### config.mk
export PLATFORM = sky130hd
export DESIGN_NAME = tablet_packet_decoder_unit_flat
export DESIGN_NICKNAME = d
export VERILOG_FILES = /design/src/sv/tpd_pkg.sv /design/src/sv/tpd_in_if.sv /design/src/sv/tpd_out_if.sv /design/src/sv/tablet_packet_decoder_unit.sv /design/src/sv/tpd_div.sv /design/src/flat_wrapper.sv
export SDC_FILE = /design/constraint.sdc
export NUM_CORES = 2
export LEC_CHECK = 0
export BUFFER_PORTS_ARGS = -buffer_cell sky130_fd_sc_hd__buf_2
export CORE_UTILIZATION = 60
export CTS_BUF_LIST = sky130_fd_sc_hd__clkbuf_4
export DETAILED_ROUTE_END_ITERATION = 10
export GPL_TIMING_DRIVEN = 1
export PLACE_DENSITY = 0.78
export SYNTH_ARGS = -nofsm -noshare
export SYNTH_HDL_FRONTEND = slang
export SYNTH_SLANG_ARGS = --single-unit
### constraint.sdc
create_clock -name i_clk -period 16.3 [get_ports i_clk]
set_input_delay 0.815 -clock i_clk [delete_from_list [all_inputs] [get_ports i_clk]]
set_output_delay 0.815 -clock i_clk [all_outputs]
set_load 0.02 [all_outputs]
### src/sv/tpd_pkg.sv
package tpd_pkg;

    // input packet field layout
    localparam int unsigned PROX_BIT        = 6;
    localparam int unsigned BTN_FLAG_BIT    = 3;
    localparam int unsigned BANK0_BIT       = 3;
    localparam int unsigned BANK1_BIT       = 4;
    localparam int unsigned BANK2_BIT       = 5;
    localparam int unsigned COORD_HIGH_W    = 2;
    localparam int unsigned COORD_W         = 16;

    // macro bank offsets
    localparam logic [8:0] MACRO_BANK1_OFFSET = 9'd12;
    localparam logic [8:0] MACRO_BANK2_OFFSET = 9'd24;

    // configuration port
    localparam int unsigned CFG_INDEX_W = 3;
    localparam int unsigned CFG_DATA_W  = 16;

    localparam logic [CFG_INDEX_W-1:0] CFG_IS_MACRO_PAD = 3'd0;
    localparam logic [CFG_INDEX_W-1:0] CFG_ABSOLUTE     = 3'd1;
    localparam logic [CFG_INDEX_W-1:0] CFG_MAX_X        = 3'd2;
    localparam logic [CFG_INDEX_W-1:0] CFG_MAX_Y        = 3'd3;
    localparam logic [CFG_INDEX_W-1:0] CFG_SCREEN_COLS  = 3'd4;
    localparam logic [CFG_INDEX_W-1:0] CFG_SCREEN_ROWS  = 3'd5;
    localparam logic [CFG_INDEX_W-1:0] CFG_JUMP_DIVISOR = 3'd6;

    // configuration reset values
    localparam logic [15:0] RST_MAX_X        = 16'd5103;
    localparam logic [15:0] RST_MAX_Y        = 16'd3711;
    localparam logic [9:0]  RST_SCREEN_COLS  = 10'd80;
    localparam logic [9:0]  RST_SCREEN_ROWS  = 10'd25;
    localparam logic [7:0]  RST_JUMP_DIVISOR = 8'd20;

    // report kinds
    localparam logic [2:0] KIND_CLEARED   = 3'd0;
    localparam logic [2:0] KIND_MACRO     = 3'd1;
    localparam logic [2:0] KIND_NO_CHANGE = 3'd2;
    localparam logic [2:0] KIND_ABSOLUTE  = 3'd3;
    localparam logic [2:0] KIND_RELATIVE  = 3'd4;

    // shared divider geometry
    localparam int unsigned DIV_DIVIDEND_W      = 26;
    localparam int unsigned DIV_DIVISOR_W       = 18;
    localparam int unsigned DIV_SHORT_W         = 18;
    localparam int unsigned DIV_STEPS_PER_CYCLE = 2;
    localparam int unsigned DIV_SHORT_SHIFT     = DIV_DIVIDEND_W - DIV_SHORT_W;
    localparam int unsigned DIV_LONG_CYCLES     = DIV_DIVIDEND_W / DIV_STEPS_PER_CYCLE;
    localparam int unsigned DIV_SHORT_CYCLES    = DIV_SHORT_W / DIV_STEPS_PER_CYCLE;
    localparam int unsigned DIV_CNT_W           = $clog2(DIV_LONG_CYCLES + 1);

    // divider request from the sequencer
    typedef struct packed {
        logic start;
        logic long_op;
    } t_div_req;

    // sequencer states
    typedef enum logic [3:0] {
        ST_IDLE,
        ST_PREP,
        ST_THX,
        ST_THY,
        ST_QX,
        ST_QY,
        ST_DX,
        ST_DY,
        ST_SX,
        ST_SY,
        ST_FIN
    } t_state;

endpackage

### src/sv/tpd_in_if.sv
interface tpd_in_if;
    logic       valid;
    logic       ready;
    logic [7:0] byte0;
    logic [6:0] byte1;
    logic [6:0] byte2;
    logic [7:0] byte3;
    logic [6:0] byte4;
    logic [6:0] byte5;
    logic [7:0] byte6;

    modport source (
        output valid, byte0, byte1, byte2, byte3, byte4, byte5, byte6,
        input  ready
    );

    modport sink (
        input  valid, byte0, byte1, byte2, byte3, byte4, byte5, byte6,
        output ready
    );
endinterface

### src/sv/tpd_out_if.sv
interface tpd_out_if;
    logic               valid;
    logic               ready;
    logic [2:0]         report_kind;
    logic [9:0]         screen_x;
    logic [9:0]         screen_y;
    logic signed [17:0] delta_x;
    logic signed [17:0] delta_y;
    logic [2:0]         buttons;
    logic [8:0]         macro_code;

    modport source (
        output valid, report_kind, screen_x, screen_y, delta_x, delta_y, buttons,
               macro_code,
        input  ready
    );

    modport sink (
        input  valid, report_kind, screen_x, screen_y, delta_x, delta_y, buttons,
               macro_code,
        output ready
    );
endinterface

### src/sv/tablet_packet_decoder_unit.sv
// one packet in, one report out; ready is low from acceptance until the report is registered
// out of proximity: no division before the report; absolute mode: two long divisions
// relative mode: two short divisions on a jump, six short divisions otherwise
// all divisions go to one shared divider, 2 quotient bits a cycle
// a new packet is taken the cycle after the report is registered, even while it waits
// synchronous active-low reset: registers to defaults, previous point to none, no report
module tablet_packet_decoder_unit
    import tpd_pkg::*;
(
    input  logic                   i_clk,
    input  logic                   i_rst_n,
    input  logic                   i_cfg_we,
    input  logic [CFG_INDEX_W-1:0] i_cfg_index,
    input  logic [CFG_DATA_W-1:0]  i_cfg_data,
    tpd_in_if.sink                 i_in,
    tpd_out_if.source              o_out
);

    // configuration registers
    logic        r_cfg_macro_pad;
    logic        r_cfg_absolute;
    logic [15:0] r_cfg_max_x;
    logic [15:0] r_cfg_max_y;
    logic [9:0]  r_cfg_cols;
    logic [9:0]  r_cfg_rows;
    logic [7:0]  r_cfg_jump_div;

    // sequencer and previous point
    t_state             r_state;
    t_state             n_state;
    logic signed [16:0] r_prev_x;
    logic [15:0]        r_prev_y;

    // working values of the packet in flight
    logic [15:0] r_x;
    logic [15:0] r_y;
    logic [16:0] r_adx;
    logic [16:0] r_ady;
    logic        r_sdx;
    logic        r_sdy;
    logic [15:0] r_thx;
    logic [15:0] r_qx;
    logic [15:0] r_qy;

    // staged report
    logic [2:0]         r_kind;
    logic [9:0]         r_sx;
    logic [9:0]         r_sy;
    logic signed [17:0] r_dx;
    logic signed [17:0] r_dy;
    logic [2:0]         r_btn;
    logic [8:0]         r_mac;

    // output register
    logic               r_out_valid;
    logic [2:0]         r_o_kind;
    logic [9:0]         r_o_sx;
    logic [9:0]         r_o_sy;
    logic signed [17:0] r_o_dx;
    logic signed [17:0] r_o_dy;
    logic [2:0]         r_o_btn;
    logic [8:0]         r_o_mac;

    // combinational
    logic                      w_in_ready;
    logic                      w_in_accept;
    logic                      w_out_free;
    logic                      w_fin_load;
    logic                      w_jump;
    t_div_req                  w_div_req;
    logic [DIV_DIVIDEND_W-1:0] w_div_dividend;
    logic [DIV_DIVISOR_W-1:0]  w_div_divisor;
    logic                      w_div_done;
    logic [DIV_DIVIDEND_W-1:0] w_div_quo;
    logic [15:0]               w_mx_nz;
    logic [15:0]               w_my_nz;
    logic [9:0]                w_cols_nz;
    logic [9:0]                w_rows_nz;
    logic [7:0]                w_dv_nz;
    logic [DIV_DIVISOR_W-1:0]  w_step_div_x;
    logic [DIV_DIVISOR_W-1:0]  w_step_div_y;
    logic [DIV_DIVIDEND_W-1:0] w_prod_x;
    logic [DIV_DIVIDEND_W-1:0] w_prod_y;
    logic [15:0]               w_x_raw;
    logic [15:0]               w_y_raw;
    logic [15:0]               w_x_clamp;
    logic [15:0]               w_y_clamp;
    logic signed [17:0]        w_diff_x;
    logic signed [17:0]        w_diff_y;
    logic [8:0]                w_macro;
    logic [16:0]               w_q17;

    // zero registers act as one wherever they divide
    assign w_mx_nz   = (r_cfg_max_x == '0) ? 16'd1 : r_cfg_max_x;
    assign w_my_nz   = (r_cfg_max_y == '0) ? 16'd1 : r_cfg_max_y;
    assign w_cols_nz = (r_cfg_cols == '0) ? 10'd1 : r_cfg_cols;
    assign w_rows_nz = (r_cfg_rows == '0) ? 10'd1 : r_cfg_rows;
    assign w_dv_nz   = (r_cfg_jump_div == '0) ? 8'd1 : r_cfg_jump_div;

    // motion step divisor: max / cells / divisor taken as one division
    assign w_step_div_x = DIV_DIVISOR_W'(w_cols_nz) * DIV_DIVISOR_W'(w_dv_nz);
    assign w_step_div_y = DIV_DIVISOR_W'(w_rows_nz) * DIV_DIVISOR_W'(w_dv_nz);

    // scaling products for absolute mode
    assign w_prod_x = DIV_DIVIDEND_W'(r_x) * DIV_DIVIDEND_W'(r_cfg_cols);
    assign w_prod_y = DIV_DIVIDEND_W'(r_y) * DIV_DIVIDEND_W'(r_cfg_rows);

    // coordinate assembly and motion against the previous point
    assign w_x_raw   = {i_in.byte0[COORD_HIGH_W-1:0], i_in.byte1, i_in.byte2};
    assign w_y_raw   = {i_in.byte3[COORD_HIGH_W-1:0], i_in.byte4, i_in.byte5};
    assign w_x_clamp = (w_x_raw > r_cfg_max_x) ? r_cfg_max_x : w_x_raw;
    assign w_y_clamp = (w_y_raw > r_cfg_max_y) ? r_cfg_max_y : w_y_raw;
    assign w_diff_x  = $signed({2'b00, w_x_raw}) - $signed({r_prev_x[16], r_prev_x});
    assign w_diff_y  = $signed({2'b00, w_y_raw}) - $signed({2'b00, r_prev_y});

    // macro code: last set bank bit wins
    always_comb begin
        w_macro = '0;
        if (i_in.byte3[BANK0_BIT]) w_macro = {1'b0, i_in.byte6};
        if (i_in.byte3[BANK1_BIT]) w_macro = {1'b0, i_in.byte6} + MACRO_BANK1_OFFSET;
        if (i_in.byte3[BANK2_BIT]) w_macro = {1'b0, i_in.byte6} + MACRO_BANK2_OFFSET;
    end

    assign w_in_accept = i_in.valid && w_in_ready;
    assign w_out_free  = !r_out_valid || o_out.ready;
    assign w_q17       = w_div_quo[16:0];
    assign w_jump      = (r_adx > {1'b0, r_thx}) || (r_ady > {1'b0, w_div_quo[15:0]});

    // next state
    always_comb begin
        n_state = r_state;
        unique case (r_state)
            ST_IDLE: if (i_in.valid) n_state = i_in.byte0[PROX_BIT] ? ST_PREP : ST_FIN;
            ST_PREP: n_state = (r_kind == KIND_ABSOLUTE) ? ST_SX : ST_THX;
            ST_THX:  if (w_div_done) n_state = ST_THY;
            ST_THY:  if (w_div_done) n_state = w_jump ? ST_FIN : ST_QX;
            ST_QX:   if (w_div_done) n_state = ST_QY;
            ST_QY:   if (w_div_done) n_state = ST_DX;
            ST_DX:   if (w_div_done) n_state = ST_DY;
            ST_DY:   if (w_div_done) n_state = ST_FIN;
            ST_SX:   if (w_div_done) n_state = ST_SY;
            ST_SY:   if (w_div_done) n_state = ST_FIN;
            ST_FIN:  if (w_out_free) n_state = ST_IDLE;
            default: n_state = ST_IDLE;
        endcase
    end

    // sequencer outputs: launch the division of the state being entered
    always_comb begin
        w_in_ready        = (r_state == ST_IDLE);
        w_fin_load        = (r_state == ST_FIN) && w_out_free;
        w_div_req.start   = 1'b0;
        w_div_req.long_op = 1'b0;
        w_div_dividend    = '0;
        w_div_divisor     = DIV_DIVISOR_W'(1);
        if (n_state != r_state) begin
            unique case (n_state)
                ST_THX: begin
                    w_div_req.start = 1'b1;
                    w_div_dividend  = DIV_DIVIDEND_W'(r_cfg_max_x);
                    w_div_divisor   = DIV_DIVISOR_W'(w_dv_nz);
                end
                ST_THY: begin
                    w_div_req.start = 1'b1;
                    w_div_dividend  = DIV_DIVIDEND_W'(r_cfg_max_y);
                    w_div_divisor   = DIV_DIVISOR_W'(w_dv_nz);
                end
                ST_QX: begin
                    w_div_req.start = 1'b1;
                    w_div_dividend  = DIV_DIVIDEND_W'(r_cfg_max_x);
                    w_div_divisor   = w_step_div_x;
                end
                ST_QY: begin
                    w_div_req.start = 1'b1;
                    w_div_dividend  = DIV_DIVIDEND_W'(r_cfg_max_y);
                    w_div_divisor   = w_step_div_y;
                end
                ST_DX: begin
                    w_div_req.start = 1'b1;
                    w_div_dividend  = DIV_DIVIDEND_W'(r_adx);
                    w_div_divisor   = DIV_DIVISOR_W'(r_qx);
                end
                ST_DY: begin
                    w_div_req.start = 1'b1;
                    w_div_dividend  = DIV_DIVIDEND_W'(r_ady);
                    w_div_divisor   = DIV_DIVISOR_W'(r_qy);
                end
                ST_SX: begin
                    w_div_req.start   = 1'b1;
                    w_div_req.long_op = 1'b1;
                    w_div_dividend    = w_prod_x;
                    w_div_divisor     = DIV_DIVISOR_W'(w_mx_nz);
                end
                ST_SY: begin
                    w_div_req.start   = 1'b1;
                    w_div_req.long_op = 1'b1;
                    w_div_dividend    = w_prod_y;
                    w_div_divisor     = DIV_DIVISOR_W'(w_my_nz);
                end
                default: ;
            endcase
        end
    end

    // shared divider
    tpd_div u_div (
        .i_clk      (i_clk),
        .i_rst_n    (i_rst_n),
        .i_req      (w_div_req),
        .i_dividend (w_div_dividend),
        .i_divisor  (w_div_divisor),
        .o_done     (w_div_done),
        .o_quotient (w_div_quo)
    );

    // control state, configuration and previous point
    always_ff @(posedge i_clk) begin
        if (!i_rst_n) begin
            r_state         <= ST_IDLE;
            r_out_valid     <= 1'b0;
            r_prev_x        <= -17'sd1;
            r_prev_y        <= '0;
            r_cfg_macro_pad <= 1'b0;
            r_cfg_absolute  <= 1'b0;
            r_cfg_max_x     <= RST_MAX_X;
            r_cfg_max_y     <= RST_MAX_Y;
            r_cfg_cols      <= RST_SCREEN_COLS;
            r_cfg_rows      <= RST_SCREEN_ROWS;
            r_cfg_jump_div  <= RST_JUMP_DIVISOR;
        end else begin
            r_state <= n_state;

            if (w_fin_load) begin
                r_out_valid <= 1'b1;
            end else if (o_out.ready) begin
                r_out_valid <= 1'b0;
            end

            // previous point follows the report kind
            if (w_fin_load) begin
                if (r_kind == KIND_CLEARED) begin
                    r_prev_x <= -17'sd1;
                end else if (r_kind == KIND_ABSOLUTE || r_kind == KIND_RELATIVE) begin
                    r_prev_x <= $signed({1'b0, r_x});
                    r_prev_y <= r_y;
                end
            end

            if (i_cfg_we) begin
                unique case (i_cfg_index)
                    CFG_IS_MACRO_PAD: r_cfg_macro_pad <= i_cfg_data[0];
                    CFG_ABSOLUTE:     r_cfg_absolute  <= i_cfg_data[0];
                    CFG_MAX_X:        r_cfg_max_x     <= i_cfg_data;
                    CFG_MAX_Y:        r_cfg_max_y     <= i_cfg_data;
                    CFG_SCREEN_COLS:  r_cfg_cols      <= i_cfg_data[9:0];
                    CFG_SCREEN_ROWS:  r_cfg_rows      <= i_cfg_data[9:0];
                    CFG_JUMP_DIVISOR: r_cfg_jump_div  <= i_cfg_data[7:0];
                    default: ;
                endcase
            end
        end
    end

    // packet capture, division results and staged report
    always_ff @(posedge i_clk) begin
        if (w_in_accept) begin
            r_x   <= r_cfg_absolute ? w_x_clamp : w_x_raw;
            r_y   <= r_cfg_absolute ? w_y_clamp : w_y_raw;
            r_sdx <= w_diff_x[17];
            r_sdy <= w_diff_y[17];
            r_adx <= w_diff_x[17] ? 17'(-w_diff_x) : w_diff_x[16:0];
            r_ady <= w_diff_y[17] ? 17'(-w_diff_y) : w_diff_y[16:0];
            r_sx  <= '0;
            r_sy  <= '0;
            r_dx  <= '0;
            r_dy  <= '0;
            r_btn <= '0;
            r_mac <= '0;
            if (!i_in.byte0[PROX_BIT]) begin
                if (!r_cfg_macro_pad) begin
                    r_kind <= KIND_CLEARED;
                end else if (i_in.byte0[BTN_FLAG_BIT]) begin
                    r_kind <= KIND_MACRO;
                    r_mac  <= w_macro;
                end else begin
                    r_kind <= KIND_NO_CHANGE;
                end
            end else begin
                r_kind <= r_cfg_absolute ? KIND_ABSOLUTE : KIND_RELATIVE;
                r_btn  <= i_in.byte3[BANK2_BIT:BANK0_BIT];
            end
        end

        if (w_div_done) begin
            unique case (r_state)
                ST_THX:  r_thx <= w_div_quo[15:0];
                ST_QX:   r_qx  <= (w_div_quo[15:0] == '0) ? 16'd1 : w_div_quo[15:0];
                ST_QY:   r_qy  <= (w_div_quo[15:0] == '0) ? 16'd1 : w_div_quo[15:0];
                ST_DX:   r_dx  <= r_sdx ? -$signed({1'b0, w_q17}) : $signed({1'b0, w_q17});
                ST_DY:   r_dy  <= r_sdy ? -$signed({1'b0, w_q17}) : $signed({1'b0, w_q17});
                ST_SX:   r_sx  <= w_div_quo[9:0];
                ST_SY:   r_sy  <= w_div_quo[9:0];
                default: ;
            endcase
        end

        if (w_fin_load) begin
            r_o_kind <= r_kind;
            r_o_sx   <= r_sx;
            r_o_sy   <= r_sy;
            r_o_dx   <= r_dx;
            r_o_dy   <= r_dy;
            r_o_btn  <= r_btn;
            r_o_mac  <= r_mac;
        end
    end

    // ports
    assign i_in.ready        = w_in_ready;
    assign o_out.valid       = r_out_valid;
    assign o_out.report_kind = r_o_kind;
    assign o_out.screen_x    = r_o_sx;
    assign o_out.screen_y    = r_o_sy;
    assign o_out.delta_x     = r_o_dx;
    assign o_out.delta_y     = r_o_dy;
    assign o_out.buttons     = r_o_btn;
    assign o_out.macro_code  = r_o_mac;

endmodule

### src/sv/tpd_div.sv
module tpd_div
    import tpd_pkg::*;
(
    input  logic                      i_clk,
    input  logic                      i_rst_n,
    input  t_div_req                  i_req,
    input  logic [DIV_DIVIDEND_W-1:0] i_dividend,
    input  logic [DIV_DIVISOR_W-1:0]  i_divisor,
    output logic                      o_done,
    output logic [DIV_DIVIDEND_W-1:0] o_quotient
);

    typedef struct packed {
        logic [DIV_DIVISOR_W-1:0]  rem;
        logic [DIV_DIVIDEND_W-1:0] quo;
    } t_div_acc;

    // one restoring step: shift in the next dividend bit, subtract if it fits
    function automatic t_div_acc div_step(t_div_acc acc, logic [DIV_DIVISOR_W-1:0] dvs);
        t_div_acc               res;
        logic [DIV_DIVISOR_W:0] trial;
        trial = {acc.rem, acc.quo[DIV_DIVIDEND_W-1]};
        res.quo = {acc.quo[DIV_DIVIDEND_W-2:0], 1'b0};
        if (trial >= {1'b0, dvs}) begin
            res.rem    = DIV_DIVISOR_W'(trial - {1'b0, dvs});
            res.quo[0] = 1'b1;
        end else begin
            res.rem = trial[DIV_DIVISOR_W-1:0];
        end
        return res;
    endfunction

    logic                     r_busy;
    logic                     r_done;
    logic [DIV_CNT_W-1:0]     r_cnt;
    t_div_acc                 r_acc;
    logic [DIV_DIVISOR_W-1:0] r_dvs;
    t_div_acc                 w_step1;
    t_div_acc                 w_step2;

    // two dependent steps per cycle
    always_comb begin
        w_step1 = div_step(r_acc, r_dvs);
        w_step2 = div_step(w_step1, r_dvs);
    end

    // iteration control
    always_ff @(posedge i_clk) begin
        if (!i_rst_n) begin
            r_busy <= 1'b0;
            r_done <= 1'b0;
            r_cnt  <= '0;
        end else begin
            r_done <= 1'b0;
            if (i_req.start) begin
                r_busy <= 1'b1;
                r_cnt  <= i_req.long_op ? DIV_CNT_W'(DIV_LONG_CYCLES)
                                        : DIV_CNT_W'(DIV_SHORT_CYCLES);
            end else if (r_busy) begin
                r_cnt <= r_cnt - DIV_CNT_W'(1);
                if (r_cnt == DIV_CNT_W'(1)) begin
                    r_busy <= 1'b0;
                    r_done <= 1'b1;
                end
            end
        end
    end

    // partial remainder and quotient; short operands are pre-aligned to the top
    always_ff @(posedge i_clk) begin
        if (i_req.start) begin
            r_acc.rem <= '0;
            r_acc.quo <= i_req.long_op ? i_dividend
                       : {i_dividend[DIV_DIVIDEND_W-DIV_SHORT_SHIFT-1:0],
                          {DIV_SHORT_SHIFT{1'b0}}};
            r_dvs     <= i_divisor;
        end else if (r_busy) begin
            r_acc <= w_step2;
        end
    end

    assign o_done     = r_done;
    assign o_quotient = r_acc.quo;

endmodule

### src/flat_wrapper.sv
// flat-port wrapper written by rule: the top's interface ports become plain ports
module tablet_packet_decoder_unit_flat import tpd_pkg::*;
  (i_clk, i_rst_n, i_cfg_we, i_cfg_index, i_cfg_data, i_in_valid, i_in_byte0, i_in_byte1, i_in_byte2, i_in_byte3, i_in_byte4, i_in_byte5, i_in_byte6, i_in_ready, o_out_valid, o_out_report_kind, o_out_screen_x, o_out_screen_y, o_out_delta_x, o_out_delta_y, o_out_buttons, o_out_macro_code, o_out_ready);
  tpd_in_if i_in_i ();
  tpd_out_if o_out_i ();
  input  logic i_clk;
  input  logic i_rst_n;
  input  logic i_cfg_we;
  input  logic [CFG_INDEX_W-1:0] i_cfg_index;
  input  logic [CFG_DATA_W-1:0] i_cfg_data;
  input wire logic [$bits(i_in_i.valid)-1:0] i_in_valid;
  input wire logic [$bits(i_in_i.byte0)-1:0] i_in_byte0;
  input wire logic [$bits(i_in_i.byte1)-1:0] i_in_byte1;
  input wire logic [$bits(i_in_i.byte2)-1:0] i_in_byte2;
  input wire logic [$bits(i_in_i.byte3)-1:0] i_in_byte3;
  input wire logic [$bits(i_in_i.byte4)-1:0] i_in_byte4;
  input wire logic [$bits(i_in_i.byte5)-1:0] i_in_byte5;
  input wire logic [$bits(i_in_i.byte6)-1:0] i_in_byte6;
  output wire logic [$bits(i_in_i.ready)-1:0] i_in_ready;
  output wire logic [$bits(o_out_i.valid)-1:0] o_out_valid;
  output wire logic [$bits(o_out_i.report_kind)-1:0] o_out_report_kind;
  output wire logic [$bits(o_out_i.screen_x)-1:0] o_out_screen_x;
  output wire logic [$bits(o_out_i.screen_y)-1:0] o_out_screen_y;
  output wire logic [$bits(o_out_i.delta_x)-1:0] o_out_delta_x;
  output wire logic [$bits(o_out_i.delta_y)-1:0] o_out_delta_y;
  output wire logic [$bits(o_out_i.buttons)-1:0] o_out_buttons;
  output wire logic [$bits(o_out_i.macro_code)-1:0] o_out_macro_code;
  input wire logic [$bits(o_out_i.ready)-1:0] o_out_ready;
  assign i_in_i.valid = i_in_valid;
  assign i_in_i.byte0 = i_in_byte0;
  assign i_in_i.byte1 = i_in_byte1;
  assign i_in_i.byte2 = i_in_byte2;
  assign i_in_i.byte3 = i_in_byte3;
  assign i_in_i.byte4 = i_in_byte4;
  assign i_in_i.byte5 = i_in_byte5;
  assign i_in_i.byte6 = i_in_byte6;
  assign i_in_ready = i_in_i.ready;
  assign o_out_valid = o_out_i.valid;
  assign o_out_report_kind = o_out_i.report_kind;
  assign o_out_screen_x = o_out_i.screen_x;
  assign o_out_screen_y = o_out_i.screen_y;
  assign o_out_delta_x = o_out_i.delta_x;
  assign o_out_delta_y = o_out_i.delta_y;
  assign o_out_buttons = o_out_i.buttons;
  assign o_out_macro_code = o_out_i.macro_code;
  assign o_out_i.ready = o_out_ready;
  tablet_packet_decoder_unit u_core (.i_clk(i_clk), .i_rst_n(i_rst_n), .i_cfg_we(i_cfg_we), .i_cfg_index(i_cfg_index), .i_cfg_data(i_cfg_data), .i_in(i_in_i), .o_out(o_out_i));
endmodule
==> impl_results.md <==
* Combinational family with the most area after synthesis: adder cells
* Violation count after the first detailed-route iteration at 2996
* Kind of critical path: reg2reg
* Synth Warn # at 0
* Vias per inst at around 6
* Die area at 65000 µm²
* Synth Flop Type: edfxtp_1
* Share of the clock period used by the worst path at 45.8%
* Unrepaired setup endpoints after global routing: no
* I/O Pins at between 100 and 150
* Drt drc at 0
* GRT met1 Usage at 44.9%
* Post_cts resized at 0
* Clock Latency Late Sink at about 0.92 ns
* Hold buffers post-CTS at 0
* Post-CTS setup buffer count at 0
* Fillers at 5152
* Synth Area in XOR/XNOR at 3.97%
* Synthesized net count at 4953
* Clock root buffer: clkbuf_4
* Post-DP HPWL at approximately 84000 µm
* Final Critical Period at 7.47 ns
* Async set or reset register ratio after synthesis at 0%
* Worst-Margin Slew at 1.16 ns
* Clk pin slew, worst setup/hold paths at 0.07 ns
* Gr usage total at 34.3%
* Initial antenna violation count at 3
* Seq/Total Area, Yosys at between 20% and 30%
* Post-synthesis adder-cell area fraction at 27.7%
* Commonest non-fill, non-tap cell in the layout: nand2_1
* First-pass GRT wire length at 171000 µm
* Nets@finish at 5051
* Synth Area in Compound Gates at about 13%
* Post-synthesis cell type count at 83
* Clk sinks at 426
* Worst Path Arrival at 8.05 ns
* CP max stage cell: dfxtp_1
* Via count at 31605
* Sum of negative setup slack at 0 ns
* Hold Path Class: in2reg
* Met2 usage at 55.3%
* Simple-Gate Fraction of Synth Area at roughly 17%
* Grt ovf at 0
* Clk buf depth at 3
* Die Ht at 255 µm
* Most frequent CP cell: fa_1
* Max Slew Vio Count at 0
* Initial Utilization at 60.7%
* Seq cells post-synth at 426
* Final WL at 110000 µm
* Cell count after synthesis at 4218
* Post-place setup slack at 9.00 ns
* CP Buf/Inv Count at 2
* Syn avg cell area at 9.10 µm²
* Vias in the first global route at between 30000 and 40000
* Status: finished clean
* Static Leak at 0.0191 µW
* Pin count of the biggest net entering global routing at between 70 and 80
* Startpoint Class: flop
* Area after DPL at between 30000 and 40000 µm²
* P&R area growth vs syn at 7.44%
* Die X at 255 µm
* Worst relative slew slack at 22.4%
* Commonest non-fill, non-tap cells in the layout: nand2_1, inv_1, ha_1
* Routed Antenna Nets at 0
* CTS tree: done
* FP Rows at 92
* Post-synthesis mux area share at roughly 2.2%
* Peak supply drop at between 0.1 and 0.15 mV
* Top Family by Delay on Critical Path: adder cells
* Met3 usage at 7.94%
* Clk_skew at around 0.09 ns
* Top Usage Layer GRT: met2
* 1st-pass router iterations at 8
* CTS H-tree depth at 3
* Max FO, Critical Path at 26
* Final WS setup at 8.83 ns
* Worst hold margin at 0.198 ns
* Number of port buffers at between 100 and 150
* Number of synthesized flops with an enable pin at 246
* Final Hold Fails at 0
* Achievable clock frequency at 0.134 GHz
* CTS Buf Count at 104
* Cell area after layout at between 40000 and 50000 µm²
* CP max stage delay at between 1 and 1.5 ns
* Cell Chain, Critical Path: and2_1, fa_1, fa_1, fa_1, fa_1, inv_1, fa_1, inv_1, ha_1, a21oi_1, o21ai_0, a2111oi_0, a21oi_1, a2111oi_0, o31ai_1, and4_1, o21ai_0, nand4_1
* CP endpoint kind: flop
* Floorplan core area at between 60000 and 70000 µm²
* Max-cap viol count at 0
* Routed len/inst at approximately 21 µm
* Share of layout cells above drive strength 1 at 10.4%
* PD cells at 116 nW/µm²
* Setup violators final at 0
* Placer Congestion at between 1 and 1.5
* Crit path required time at roughly 17 ns
* Cell Area, Synth at 38400 µm²
[kinds of logic after synthesis]
| family | Yosys count |
|---|---|
| muxes | 81 |
| AOI/OAI and AO/OA | 759 |
| adders and majority gates | 659 |
| and+or+nand+nor | 1379 |
| DFF | 426 |
| buffers and inverters | 740 |
| xor gates and xnor gates | 174 |
[final cells by class]
| class | count | area [µm²] | area share (%) |
|---|---|---|---|
| Multi-Input combinational cell | 3052 | 24600 | 59.7 |
| Sequential cell | 426 | 11000 | 26.7 |
| Inverter | 541 | 2030 | 4.93 |
| Clock buffer | 165 | 1240 | 3.00 |
| Timing Repair Buffer | 191 | 1080 | 2.62 |
| Tap cell | 846 | 1060 | 2.57 |
| Clock inverter | 31 | 191 | 0.464 |
| Antenna cell | 3 | 7.51 | 0.0182 |
[state kept, by name, summed over array words and instances (netlist names), 10 cells and up]
register and flops:
u_core.o_out.delta_x 18, u_core.o_out.delta_y 18, u_core.o_out.screen_x 10, u_core.o_out.screen_y 10, u_core.r_adx 17, u_core.r_ady 17, u_core.r_cfg_cols 10, u_core.r_cfg_max_x 16
u_core.r_cfg_max_y 16, u_core.r_cfg_rows 10, u_core.r_dx 18, u_core.r_dy 18, u_core.r_prev_x 17, u_core.r_prev_y 16, u_core.r_qx 16, u_core.r_qy 16
u_core.r_sx 10, u_core.r_sy 10, u_core.r_thx 16, u_core.r_x 16, u_core.r_y 16, u_core.u_div.o_quotient 26, u_core.u_div.r_acc 18, u_core.u_div.r_dvs 18
[metal layers]
metal,vias to the layer above,wire [µm]
met4,2,4340
met5,-,13
met2,1518,50300
met3,309,10800
li1,14440,-
met1,15336,44300
[worst register-to-register path: stages, from the launching register on]
cell and delay, ns:
dfxtp_1 1.06, and2_1 0.27, fa_1 0.45, fa_1 0.52, fa_1 0.52, fa_1 0.55, inv_1 0.05, fa_1 0.53
inv_1 0.04, ha_1 0.37, a21oi_1 0.20, o21ai_0 0.14, a2111oi_0 0.40, a21oi_1 0.26, a2111oi_0 0.62, o31ai_1 0.25
and4_1 0.23, o21ai_0 0.55, nand4_1 0.16
[worst paths after layout]
| path | start | end | slack [ns] | cells past startpoint |
|---|---|---|---|---|
| setup / recovery | u_core.r_cfg_cols[7]$_SDFFE_PN0P_ | u_core.u_div.o_quotient[25]$_DFFE_PP_ | 8.83 | 18 |
| hold / removal | i_cfg_data[12] | u_core.r_cfg_max_x[12]$_SDFFE_PN1P_ | 0.20 | 3 |
| setup reg to reg | u_core.r_cfg_cols[7]$_SDFFE_PN0P_ | u_core.u_div.o_quotient[25]$_DFFE_PP_ | 8.83 | 18 |
| hold reg to reg | u_core.r_dx[13]$_DFF_P_ | u_core.o_out.delta_x[13]$_DFFE_PP_ | 0.42 | 0 |
[per-stage QoR]
step                total power, µW  util, %  std cells
global route                   5110     65.2       5253
detailed placement             3820     63.0       5056
finish                         4800     65.3       5255
global placement               3770     63.0       5056
CTS                            4760     65.2       5252
floorplan                      3190        -       4218
[synth_stat cells (15+ instances only)]
master    instances  area share [%]
o21ai_0         189             2.5
nand4_1          24            0.39
nand3_1          79             1.0
mux2_2           41             1.2
nor4_1           19            0.31
and2_1          229             3.7
a31oi_1          21            0.34
a21o_1           52             1.0
dfxtp_1         180             9.4
a211oi_1         27            0.53
buf_2            15            0.20
nand2_1         601             5.9
nor3_1           77             1.0
nor2_1          170             1.7
mux2i_1          40             1.0
nor2b_1          53            0.86
a21boi_0         43            0.84
o211ai_1         38            0.74
ha_1            339              11
clkbuf_1        174             1.7
xor2_1           51             1.2
inv_1           540             5.3
a21oi_1         183             2.4
a22oi_1          20            0.39
or3_1            27            0.44
nand2b_1         20            0.33
a221oi_1         18            0.41
edfxtp_1        246              19
xnor2_1         123             2.8
o21a_1           28            0.55
fa_1            320              17
and3_1           25            0.41
[report_power, final]
part           internal (µW)  total [µW]  leakage (µW)  switching, µW
Clock                    481         943      0.000846            462
Combinational            952        2370        0.0144           1410
Sequential              1300        1490       0.00382            190
No activity file was read; power rests on OpenSTA's default activity.
